==> src/ipfcf_pkg.sv <==
// shared types, constants and the crc-16/modbus byte update for the framer
// no dependencies
package ipfcf_pkg;

  localparam logic [15:0] CRC_INIT = 16'hFFFF;
  localparam logic [15:0] CRC_POLY = 16'hA001;

  localparam logic [7:0] HDR_LEN  = 8'd3;
  localparam logic [7:0] HDR_TYPE = 8'd1;
  localparam logic [7:0] HDR_NEXT = 8'd4;

  // position of a word inside one item's output sequence
  localparam int SLOT_W = 3;
  localparam logic [SLOT_W-1:0] SLOT_HDR0   = 3'd0;
  localparam logic [SLOT_W-1:0] SLOT_HDR1   = 3'd1;
  localparam logic [SLOT_W-1:0] SLOT_HDR2   = 3'd2;
  localparam logic [SLOT_W-1:0] SLOT_DATA   = 3'd3;
  localparam logic [SLOT_W-1:0] SLOT_CRC_LO = 3'd4;
  localparam logic [SLOT_W-1:0] SLOT_CRC_HI = 3'd5;

  // one accepted byte with everything the emitter needs
  typedef struct packed {
    logic [7:0]  data;
    logic        last;
    logic        first;
    logic [15:0] crc;
  } item_t;

  function automatic logic [15:0] crc_byte(input logic [15:0] crc, input logic [7:0] b);
    logic [15:0] c;
    c = crc ^ {8'd0, b};
    for (int i = 0; i < 8; i++) begin
      if (c[0]) begin
        c = (c >> 1) ^ CRC_POLY;
      end else begin
        c = c >> 1;
      end
    end
    return c;
  endfunction

  // crc after the fixed header, worked out at elaboration
  localparam logic [15:0] CRC_HDR = crc_byte(crc_byte(crc_byte(CRC_INIT, HDR_LEN),
                                                      HDR_TYPE), HDR_NEXT);

endpackage

==> src/ipfcf_in_stage.sv <==
// input stage: takes one packet byte, updates the running crc, holds the item
// depends on ipfcf_pkg
module ipfcf_in_stage (
  input  logic                clk,
  input  logic                rst,
  input  logic                s_tvalid,
  output logic                s_tready,
  input  logic [7:0]          s_tdata,   // data_byte
  input  logic                s_tlast,   // last_byte
  output logic                item_valid,
  input  logic                item_ready,
  output ipfcf_pkg::item_t    item
);

  logic [15:0] crc_accum;
  logic [15:0] crc_accum_next;
  logic        inside_packet;
  logic        item_valid_r;
  logic [15:0] crc_start;
  logic [15:0] crc_new;
  logic        take;

  assign s_tready   = !item_valid_r || item_ready;
  assign take       = s_tvalid && s_tready;
  assign item_valid = item_valid_r;

  // a new packet starts from the crc of the fixed header
  assign crc_start      = inside_packet ? crc_accum : ipfcf_pkg::CRC_HDR;
  assign crc_new        = ipfcf_pkg::crc_byte(crc_start, s_tdata);
  assign crc_accum_next = s_tlast ? ipfcf_pkg::CRC_INIT : crc_new;

  always_ff @(posedge clk) begin
    if (rst) begin
      crc_accum     <= ipfcf_pkg::CRC_INIT;
      inside_packet <= 1'b0;
      item_valid_r  <= 1'b0;
    end else begin
      if (take) begin
        crc_accum     <= crc_accum_next;
        inside_packet <= !s_tlast;
        item_valid_r  <= 1'b1;
      end else if (item_ready) begin
        item_valid_r  <= 1'b0;
      end
    end
  end

  always_ff @(posedge clk) begin
    if (take) begin
      item.data  <= s_tdata;
      item.last  <= s_tlast;
      item.first <= !inside_packet;
      item.crc   <= crc_new;
    end
  end

endmodule

==> src/ipfcf_emit.sv <==
// emitter: walks one item's words (header, data, crc) into the output register
// depends on ipfcf_pkg
module ipfcf_emit (
  input  logic                clk,
  input  logic                rst,
  input  logic                item_valid,
  output logic                item_ready,
  input  ipfcf_pkg::item_t    item,
  output logic                m_tvalid,
  input  logic                m_tready,
  output logic [7:0]          m_tdata,   // frame_byte
  output logic                m_tlast    // frame_end
);

  logic [ipfcf_pkg::SLOT_W-1:0] cnt;
  logic [ipfcf_pkg::SLOT_W-1:0] slot;
  logic [ipfcf_pkg::SLOT_W-1:0] slot_end;
  logic                         out_valid;
  logic                         load;
  logic                         at_end;
  logic [7:0]                   byte_sel;
  logic                         end_sel;

  // later bytes of a packet skip the header slots
  assign slot     = cnt + (item.first ? ipfcf_pkg::SLOT_HDR0 : ipfcf_pkg::SLOT_DATA);
  assign slot_end = item.last ? ipfcf_pkg::SLOT_CRC_HI : ipfcf_pkg::SLOT_DATA;
  assign load     = item_valid && (!out_valid || m_tready);
  assign at_end   = (slot == slot_end);
  assign item_ready = load && at_end;

  always_comb begin
    byte_sel = item.data;
    end_sel  = 1'b0;
    unique case (slot)
      ipfcf_pkg::SLOT_HDR0:   byte_sel = ipfcf_pkg::HDR_LEN;
      ipfcf_pkg::SLOT_HDR1:   byte_sel = ipfcf_pkg::HDR_TYPE;
      ipfcf_pkg::SLOT_HDR2:   byte_sel = ipfcf_pkg::HDR_NEXT;
      ipfcf_pkg::SLOT_DATA:   byte_sel = item.data;
      ipfcf_pkg::SLOT_CRC_LO: byte_sel = item.crc[7:0];
      ipfcf_pkg::SLOT_CRC_HI: begin
        byte_sel = item.crc[15:8];
        end_sel  = 1'b1;
      end
      default:                byte_sel = item.data;
    endcase
  end

  always_ff @(posedge clk) begin
    if (rst) begin
      cnt       <= '0;
      out_valid <= 1'b0;
    end else begin
      if (load) begin
        cnt       <= at_end ? '0 : cnt + 1'b1;
        out_valid <= 1'b1;
      end else if (m_tready) begin
        out_valid <= 1'b0;
      end
    end
  end

  always_ff @(posedge clk) begin
    if (load) begin
      m_tdata <= byte_sel;
      m_tlast <= end_sel;
    end
  end

  assign m_tvalid = out_valid;

endmodule

==> src/ip_frame_crc16_framer.sv <==
// an accepted byte goes to the item register, then its words to the output register
// one output word per cycle unless stalled; a packet of n bytes yields n + 5 words
// an input byte is taken every cycle while it yields a single word and the output
// is not stalled; the first and last bytes of a packet hold the input for the extra
// header and crc words; reset (rst, synchronous, active high) clears the crc to
// 0xffff, marks no packet open and empties the item and output registers
module ip_frame_crc16_framer (
  input  logic       clk,
  input  logic       rst,
  // packet side
  input  logic       s_tvalid,
  output logic       s_tready,
  input  logic [7:0] s_tdata,   // data_byte [7:0]
  input  logic       s_tlast,   // last_byte
  // link side
  output logic       m_tvalid,
  input  logic       m_tready,
  output logic [7:0] m_tdata,   // frame_byte [7:0]
  output logic       m_tlast    // frame_end, on the high crc word
);

  // item handoff between the crc stage and the emitter
  logic             item_valid;
  logic             item_ready;
  ipfcf_pkg::item_t item;

  // running crc and the registered item; the crc of a byte is ready here
  ipfcf_in_stage u_in (
    .clk        (clk),
    .rst        (rst),
    .s_tvalid   (s_tvalid),
    .s_tready   (s_tready),
    .s_tdata    (s_tdata),
    .s_tlast    (s_tlast),
    .item_valid (item_valid),
    .item_ready (item_ready),
    .item       (item)
  );

  // sequences header, data and crc words into the output register
  ipfcf_emit u_emit (
    .clk        (clk),
    .rst        (rst),
    .item_valid (item_valid),
    .item_ready (item_ready),
    .item       (item),
    .m_tvalid   (m_tvalid),
    .m_tready   (m_tready),
    .m_tdata    (m_tdata),
    .m_tlast    (m_tlast)
  );

endmodule

==> config.mk <==
export PLATFORM = sky130hd
export DESIGN_NAME = ip_frame_crc16_framer
export DESIGN_NICKNAME = d
export VERILOG_FILES = /design/src/ipfcf_pkg.sv /design/src/ipfcf_in_stage.sv /design/src/ipfcf_emit.sv /design/src/ip_frame_crc16_framer.sv
export SDC_FILE = /design/constraint.sdc
export NUM_CORES = 1
export LEC_CHECK = 0
export BUFFER_PORTS_ARGS = -buffer_cell sky130_fd_sc_hd__buf_2
export CAP_MARGIN = 10
export CORE_MARGIN = 8
export CORE_UTILIZATION = 55
export DETAILED_ROUTE_END_ITERATION = 10
export PLACE_DENSITY = 0.85
export SKIP_CTS_REPAIR_TIMING = 1
export SLEW_MARGIN = 30
export SYNTH_ARGS = -nofsm -noshare
export SYNTH_HDL_FRONTEND = slang
export SYNTH_SLANG_ARGS = --single-unit
==> constraint.sdc <==
create_clock -name clk -period 7.75 [get_ports clk]
set_clock_uncertainty 0.2 [all_clocks]
set_input_delay 0.775 -clock clk [delete_from_list [all_inputs] [get_ports clk]]
set_output_delay 0.775 -clock clk [all_outputs]
set_load 0.05 [all_outputs]
==> results of run 1 <==
[worst min path at each step]
| stage | startpoint | endpoint | slack [ns] | cells after the start |
|---|---|---|---|---|
| global route | u_in.crc_accum[15]$_SDFFE_PP1P_ | u_in.crc_accum[15]$_SDFFE_PP1P_ | 0.31 | 1 |
| CTS | u_in.item_valid$_SDFFE_PP0P_ | u_emit.m_tvalid$_SDFFE_PP0P_ | 0.29 | 2 |
| detailed placement | u_in.item_valid$_SDFFE_PP0P_ | u_emit.m_tvalid$_SDFFE_PP0P_ | 0.29 | 2 |
| floorplan | u_in.item_valid$_SDFFE_PP0P_ | u_emit.m_tvalid$_SDFFE_PP0P_ | 0.25 | 2 |
| finish | u_in.item_valid$_SDFFE_PP0P_ | u_emit.m_tvalid$_SDFFE_PP0P_ | 0.28 | 2 |
| global placement | u_in.item_valid$_SDFFE_PP0P_ | u_emit.m_tvalid$_SDFFE_PP0P_ | 0.27 | 2 |
[cells by family after synthesis]
family / count (synthesis) / share of synthesized area
AO/OA/AOI/OAI: 44 / 0.1215
XOR/XNOR: 35 / 0.1344
adder cells (fa/ha/maj): 3 / 0.01722
buffers and inverters: 20 / 0.02965
flip-flops: 57 / 0.5701
multiplexers: 2 / 0.007652
AND/OR/NAND/NOR: 68 / 0.1196
[cell type report]
class                      count  area [µm²]
clock buffer                  14       142.6
clock inverter                 2       8.758
fill                         338        1758
inverter                       8       30.03
multi-input combinational    152        1047
sequential                    57        1491
tap                           54       67.56
timing repair buffer          23       115.1
[layout by cell type (no fill, tap or decap), drive strengths merged, types with 2 or more instances in the layout]
master  Yosys  layout
a21oi       4       4
or3         2       2
nor2b       2       2
nand2b      4       4
clkinv      0       2
xor2       11      11
a22oi       5       5
mux2i       2       2
clkbuf      9      14
and2        4       4
o21bai     14      14
nor3       11      11
nand2      11      11
dfxtp      22      22
o32a        3       3
o21ai       8       8
nand3       2       2
edfxtp     35      35
a22o        5       5
buf         3      23
inv         8       8
ha          2       2
xnor2      23      23
nor4        2       2
nor2       29      29
[layer usage]
layer / part of all wire / GRT usage / wire, µm / vias up
li1: - / - / - / 849
met1: 0.43 / 0.1468 / 1979 / 767
met2: 0.49 / 0.2180 / 2261 / 46
met3: 0.058 / 0.05405 / 268 / 7
met4: 0.022 / 0.09709 / 102 / 0
met5: 0 / 0 / 0 / -
[cells in the mapped netlist, types with 2 or more instances]
master,number,area [µm²]
nand2_1,11,41.29
a21oi_1,4,20.02
or3_1,2,12.51
nor2b_1,2,12.51
nand3_1,2,10.01
ha_1,2,25.02
xnor2_2,3,48.80
nor4_1,2,12.51
a22oi_1,5,37.54
inv_2,2,7.510
o32a_1,2,20.02
nor3_1,11,55.05
xor2_1,10,87.58
edfxtp_1,35,1051
and2_1,4,25.02
nand2b_1,4,25.02
inv_1,6,22.52
buf_2,2,10.01
o21ai_0,7,35.03
nor2_1,28,105.1
a22o_1,5,43.79
o21bai_1,14,105.1
mux2i_1,2,20.02
xnor2_1,20,175.2
dfxtp_1,22,440.4
clkbuf_1,9,33.78
[sequential cells by signal, summed over array words and instances, names as in the netlist]
name,flops
u_emit.cnt,3
u_emit.m_tdata,8
u_emit.m_tlast,1
u_emit.m_tvalid,1
u_in.crc_accum,16
u_in.inside_packet,1
u_in.item,26
u_in.item_valid,1
[worst max-delay path, delay by kind of cell, from the launching register on]
kind	cells	cell delay [ns]
flops	1	0.32
simple gates	2	0.43
compound gates	2	0.49
fa+ha+maj	2	0.62
buf+inv	2	0.78
mux	1	0.22
xor+xnor	1	0.62
[power breakdown]
part	internal [mW]	leakage, nW	total (mW)	switching [mW]
Clock	0.115	0.0761	0.218	0.104
Sequential	0.355	0.510	0.367	0.0119
Combinational	0.0530	0.526	0.136	0.0833
Total	0.522	1.11	0.721	0.199
==> out/results.tsv, run 1 <==
metric	value	unit
number of port buffers	23	
Ys Warns	0	
drt via density	5.384	
CP Capture Point	u_in.inside_packet$_SDFFE_PP0P_	
number of vias in the routed layout	1669	
clk sinks	57	
Pwr per Cell Area	248.5	nW/µm²
clk buf depth	2	
post-DP HPWL	3370	µm
unique cell type count in the Yosys netlist	39	
CP Data Arrival Time	3.80	ns
final core occ	0.6228	
CTS Buf Count	9	
DIE HEIGHT	84.97	µm
startpoint type of the worst setup path	flop	
layout cell share with drive strength beyond 1	0.1641	
#FFs+latches synth	57	
WS Path Type	flop to flop	
largest net degree at the start of global routing	45	
worst-path maximum fanout	44	
total grt overflow	0	
Reg-to-Reg End	u_in.inside_packet$_SDFFE_PP0P_	
Setup crit end kind	flop	
PnR Total Power	0.7213	mW
Setup WS pre-CTS	4.038	ns
Max-Cap Viols	0	
worst slew pin tran	0.7910	ns
antenna-violating nets left	0	
number of enable flip-flop cells after synthesis	35	
diode count	0	
final WL	4612	µm
flop2flop setup slack	4.00	ns
setup violators final	0	
Tcrit/Tclk final	0.4834	
# DRC	0	
vias in the first global route	1625	
Avg WL per Cell	14.88	µm
Final Cell Area	2903	µm²
WHS	0.2770	ns
setup ws final	4.003	ns
max-slew violations	0	
placed inst area	2751	µm²
class of the worst hold path	flop to flop	
layout net count	267	
Async S/R FF share, synth	0	
gpl congestion	0.7918	
H-tree depth	3	
Root Driver	clkbuf_8	
Max Clk Rate	266.9	MHz
die area	7220	µm²
Layout area overhead	10.95	%
DR pass1 iterations	4	
origin of the critical flop-to-flop path	u_in.item[16]$_DFFE_PP_	
FP Rows	25	
clk_lat worst skew	0.33	ns
Syn Nets	245	
run status	finished clean	
initial antenna violation count	0	
Final min period	3.747	ns
Layout Cells excl Fill	310	
CP cell instances	inv_1, ha_1, fa_1, xnor2_1, mux2i_1, o21ai_1, nand2_1, inv_2, nor2_1, a211oi_1	
TNS Setup	0	ns
first-pass GRT wire length	7527	µm
CP Launch Point	u_in.item[16]$_DFFE_PP_	
Syn Area/Cell	11.42	µm²
CP max stage cell	inv_2	
All-Layer GR Usage	0.1374	
Worst R2R Path Depth	10	
Peak VDD IR	0.0001451	V
core area	4661	µm²
Final Hold Fails	0	
RSZ-0062 raised after global routing	false	
placed cell count	294	
initial drt markers	74	
Synth Flop Type	edfxtp_1	
static leakage	1.112	nW
CTS tree	yes	
cells after synthesis	229	
Initial Util	0.5613	
Worst Path Required	7.80	ns
sequential area share after synthesis	0.5701	
clock-pin slew on the worst setup and hold paths	0.06	ns
Relative slew margins	0.4719	
CP peak stage delay	0.71	ns
Die Width	84.97	µm
Mapped Area	2616	µm²
Ports	24	
No activity file was read; power rests on OpenSTA's default activity.
==> inputs of run 2 (changes only) <==
- CORE_UTILIZATION: 55 -> 53
- clock period: 7.75 -> 3.1 ns (I/O delays scaled with it)
==> out/results.tsv, run 2 (synthesis gave the netlist of run 1 again) <==
metric	value	unit
Worst Path Required	2.92	ns
WHS	0.02978	ns
die area	7441	µm²
Int Pwr	1.365	mW
All-Layer GR Usage	0.1361	
static leakage	1.160	nW
Initial Util	0.5503	
clock-pin slew on the worst setup and hold paths	0.06	ns
Pwr per Cell Area	621.8	nW/µm²
Ports	24	
number of port buffers	23	
Max Clk Rate	344.9	MHz
run status	finished clean	
Layout area overhead	15.30	%
# DRC	0	
core area	4755	µm²
Biggest register	u_in.item	
layout cell share with drive strength beyond 1	0.1894	
setup violators final	0	
Die Width	86.26	µm
Hold Crit Depth	1	
antenna-violating nets left	0	
total grt overflow	0	
Peak VDD IR	0.0003468	V
max reg flops	26	
Worst R2R Path Depth	9	
CP Data Arrival Time	2.72	ns
class of the worst hold path	primary input to flop	
Final min period	2.899	ns
layout net count	275	
initial drt markers	160	
met1 usage	0.1631	
net load switching power	0.5106	mW
post-DP HPWL	3403	µm
worst slew pin tran	0.5267	ns
Tcrit/Tclk final	0.9352	
number of vias in the routed layout	1754	
Final Hold Fails	0	
worst-path maximum fanout	31	
DIE HEIGHT	86.26	µm
WS Path Type	flop to flop	
DR pass1 iterations	4	
clk sinks	57	
Comb pwr share	0.193	
vias in the first global route	1677	
Root Driver	clkbuf_8	
final WL	4914	µm
clock power share	0.320	
drt via density	5.299	
H-tree depth	3	
clk buf depth	2	
initial antenna violation count	0	
sw frac	0.2722	
CTS Buf Count	9	
Flop pwr share	0.487	
worst hold start	s_tdata[4]	
CTS tree	yes	
RSZ-0062 raised after global routing	false	
GRT Max-Usage Layer	met2	
max-slew violations	0	
startpoint type of the worst setup path	flop	
Relative slew margins	0.6489	
GRT met3 Usage	0.04820	
most common cell after layout, fill and taps aside	edfxtp_1	
Avg WL per Cell	14.85	µm
Setup crit end kind	flop	
clk_lat worst skew	0.33	ns
first-pass GRT wire length	7817	µm
CP Launch Point	u_in.item[16]$_DFFE_PP_	
gpl congestion	0.7999	
TNS Setup	0	ns
most frequent cells in the layout	edfxtp_1 (35), nor2_1 (28), buf_2 (23)	
origin of the critical flop-to-flop path	u_in.item[16]$_DFFE_PP_	
largest net degree at the start of global routing	32	
Max-Cap Viols	0	
diode count	0	
met2 Use GR	0.2057	
biggest regs	u_in.item: 26 flops, u_in.crc_accum: 16 flops, u_emit.m_tdata: 8 flops	
FP Rows	25	
## run 2: critical path, stage by stage, from the launching register on
cell	delay, ns
edfxtp_1	0.32
inv_1	0.07
ha_1	0.21
fa_1	0.42
xnor2_1	0.28
mux2i_1	0.19
o21ai_4	0.20
nand2_1	0.12
inv_4	0.28
buf_4	0.29
## run 2: final timing paths
check / endpoint / slack (ns)
hold reg to reg: u_in.crc_accum[15]$_SDFFE_PP1P_ / 0.31
setup reg to reg: u_in.item[7]$_DFFE_PP_ / 0.20
setup / recovery: u_in.item[7]$_DFFE_PP_ / 0.20
hold / removal: u_in.item[22]$_DFFE_PP_ / 0.03
## run 2: power groups by stage
stage          clock network [mW]  registers, mW  logic, mW
4_1_cts                     0.609          0.914      0.357
2_1_floorplan                   0          0.962      0.238
5_1_grt                     0.649          0.919      0.389
6_report                    0.600          0.914      0.362
3_3_place_gp                    0          0.927      0.347
3_5_place_dp                    0          0.930      0.355
## run 2: layout make-up
class / instances / area (µm²)
sequential: 57 / 1491
multi-input combinational: 152 / 1059
fill: 386 / 1738
clock buffer: 16 / 170.2
timing repair buffer: 31 / 180.2
tap: 67 / 83.83
inverter: 8 / 32.53
## run 2: layer usage
| metal | vias up | wire, µm |
|---|---|---|
| met5 | - | 0 |
| met4 | 0 | 69 |
| met3 | 7 | 268 |
| met2 | 53 | 2393 |
| met1 | 825 | 2183 |
| li1 | 869 | - |
## run 2: through the flow
step                utilization  total power [mW]  area, µm²  cells  worst slack, ns
floorplan                     -             1.200       2630    229           0.1591
global placement         0.5939             1.273       2824    313           0.2333
detailed placement       0.5939             1.285       2824    313           0.1138
CTS                      0.6297             1.880       2994    329          0.08827
global route             0.6345             1.957       3017    331          0.06337
finish                   0.6345             1.876       3017    331           0.2009
==> inputs of run 3 (changes only) <==
- CORE_ASPECT_RATIO: default -> 0.7
==> out/results.tsv, run 3 (synthesis gave the netlist of run 1 again) <==
metric	value	unit
run status	finished clean	
vias in the first global route	1737	
Setup crit end kind	flop	
# DRC	0	
startpoint type of the worst setup path	flop	
Final min period	2.838	ns
All-Layer GR Usage	0.1512	
clk sinks	57	
Setup WS pre-CTS	0.1476	ns
worst hold start	s_tvalid	
Layout Cells excl Fill	333	
Max Clk Rate	352.4	MHz
class of the worst hold path	primary input to flop	
initial drt markers	142	
core area	4756	µm²
Final Hold Fails	0	
final WL	5109	µm
Max-Cap Viols	0	
drt via density	5.195	
FP Rows	21	
DIE HEIGHT	74.78	µm
origin of the critical flop-to-flop path	u_in.item[16]$_DFFE_PP_	
number of vias in the routed layout	1730	
DR top layer	met4	
H-tree depth	3	
WS Path Type	flop to flop	
Die Width	99.98	µm
RSZ-0062 raised after global routing	false	
placed inst area	2826	µm²
most frequent cells in the layout	edfxtp_1 (35), nor2_1 (28), buf_2 (23)	
number of port buffers	23	
worst-path maximum fanout	14	
Biggest register	u_in.item	
clock-pin slew on the worst setup and hold paths	0.06	ns
most common cell after layout, fill and taps aside	edfxtp_1	
Hold Crit Depth	3	
largest net degree at the start of global routing	27	
Initial Util	0.5501	
layout cell share with drive strength beyond 1	0.1970	
DR pass1 iterations	4	
Peak VDD IR	0.0004020	V
setup violators final	0	
Layout area overhead	15.16	%
layout net count	275	
diode count	0	
Ports	24	
max-slew violations	0	
worst slew pin tran	0.5192	ns
Tcrit/Tclk final	0.9154	
CP Data Arrival Time	2.86	ns
Relative slew margins	0.6539	
Worst Path Required	3.12	ns
post-DP HPWL	3760	µm
CP Launch Point	u_in.item[16]$_DFFE_PP_	
first-pass GRT wire length	8424	µm
TNS Setup	0	ns
Final Cell Area	3013	µm²
Avg WL per Cell	15.34	µm
static leakage	1.163	nW
initial antenna violation count	0	
die area	7476	µm²
Pwr per Cell Area	615.7	nW/µm²
placed cell count	315	
Worst R2R Path Depth	10	
gpl congestion	0.8312	
clk buf depth	2	
PnR Total Power	1.855	mW
clk_lat worst skew	0.33	ns
met3 WL	289	µm
CTS tree	yes	
CTS Buf Count	9	
setup ws final	0.2623	ns
max reg flops	26	
total grt overflow	0	
biggest regs	u_in.item: 26 flops, u_in.crc_accum: 16 flops, u_emit.m_tdata: 8 flops	
routed wl met2	2273	µm
antenna-violating nets left	0	
wl on met1	2509	µm
Root Driver	clkbuf_8	
## run 3: cell types whose count changed in the layout (fill, tap and decap cells not counted)
cell	delta
clkbuf_8	-1
clkinv_2	+3
clkbuf_1	-3
clkinv_1	+1
## run 3: per-layer routing
metal,vias up,GRT usage
met3,4,0.07018
met2,41,0.2233
met4,0,0.07000
li1,863,-
met5,-,0
met1,822,0.1852
## run 3: through the flow
stage | hold WS, ns | utilization
2_1_floorplan | 0.2089 | -
3_3_place_gp | 0.2837 | 0.5943
3_5_place_dp | 0.2954 | 0.5943
4_1_cts | -0.04135 | 0.6288
5_1_grt | 0.01443 | 0.6335
6_report | 0.02996 | 0.6335
## run 3: final timing paths
kind / slack (ns) / endpoint
max: 0.26 / u_in.crc_accum[0]$_SDFFE_PP1P_
min: 0.03 / u_in.item_valid$_SDFFE_PP0P_
max reg2reg: 0.26 / u_in.crc_accum[0]$_SDFFE_PP1P_
min reg2reg: 0.31 / u_emit.m_tvalid$_SDFFE_PP0P_
## run 3: power by group
part	switching, mW	leakage [nW]	total, mW	internal (mW)
clock	0.271	0.0876	0.576	0.305
sequential	0.0292	0.510	0.916	0.886
combinational	0.220	0.565	0.364	0.143
total	0.521	1.16	1.86	1.33
## run 3: critical path, cell delays in order (launching register included)
cell,delay [ns]
edfxtp_1,0.32
inv_1,0.06
ha_1,0.20
fa_1,0.42
xnor2_1,0.25
mux2i_1,0.18
o21ai_4,0.19
nand2_1,0.12
buf_4,0.20
or3_1,0.36
o32a_2,0.19
## run 3: final cells by class
cell class / instances / area [µm²]
Clock inverter: 4 / 18.77
Timing Repair Buffer: 31 / 180.2
Tap cell: 69 / 86.33
Sequential cell: 57 / 1491
Fill cell: 384 / 1743
Inverter: 8 / 32.53
Multi-Input combinational cell: 152 / 1059
Clock buffer: 12 / 145.1
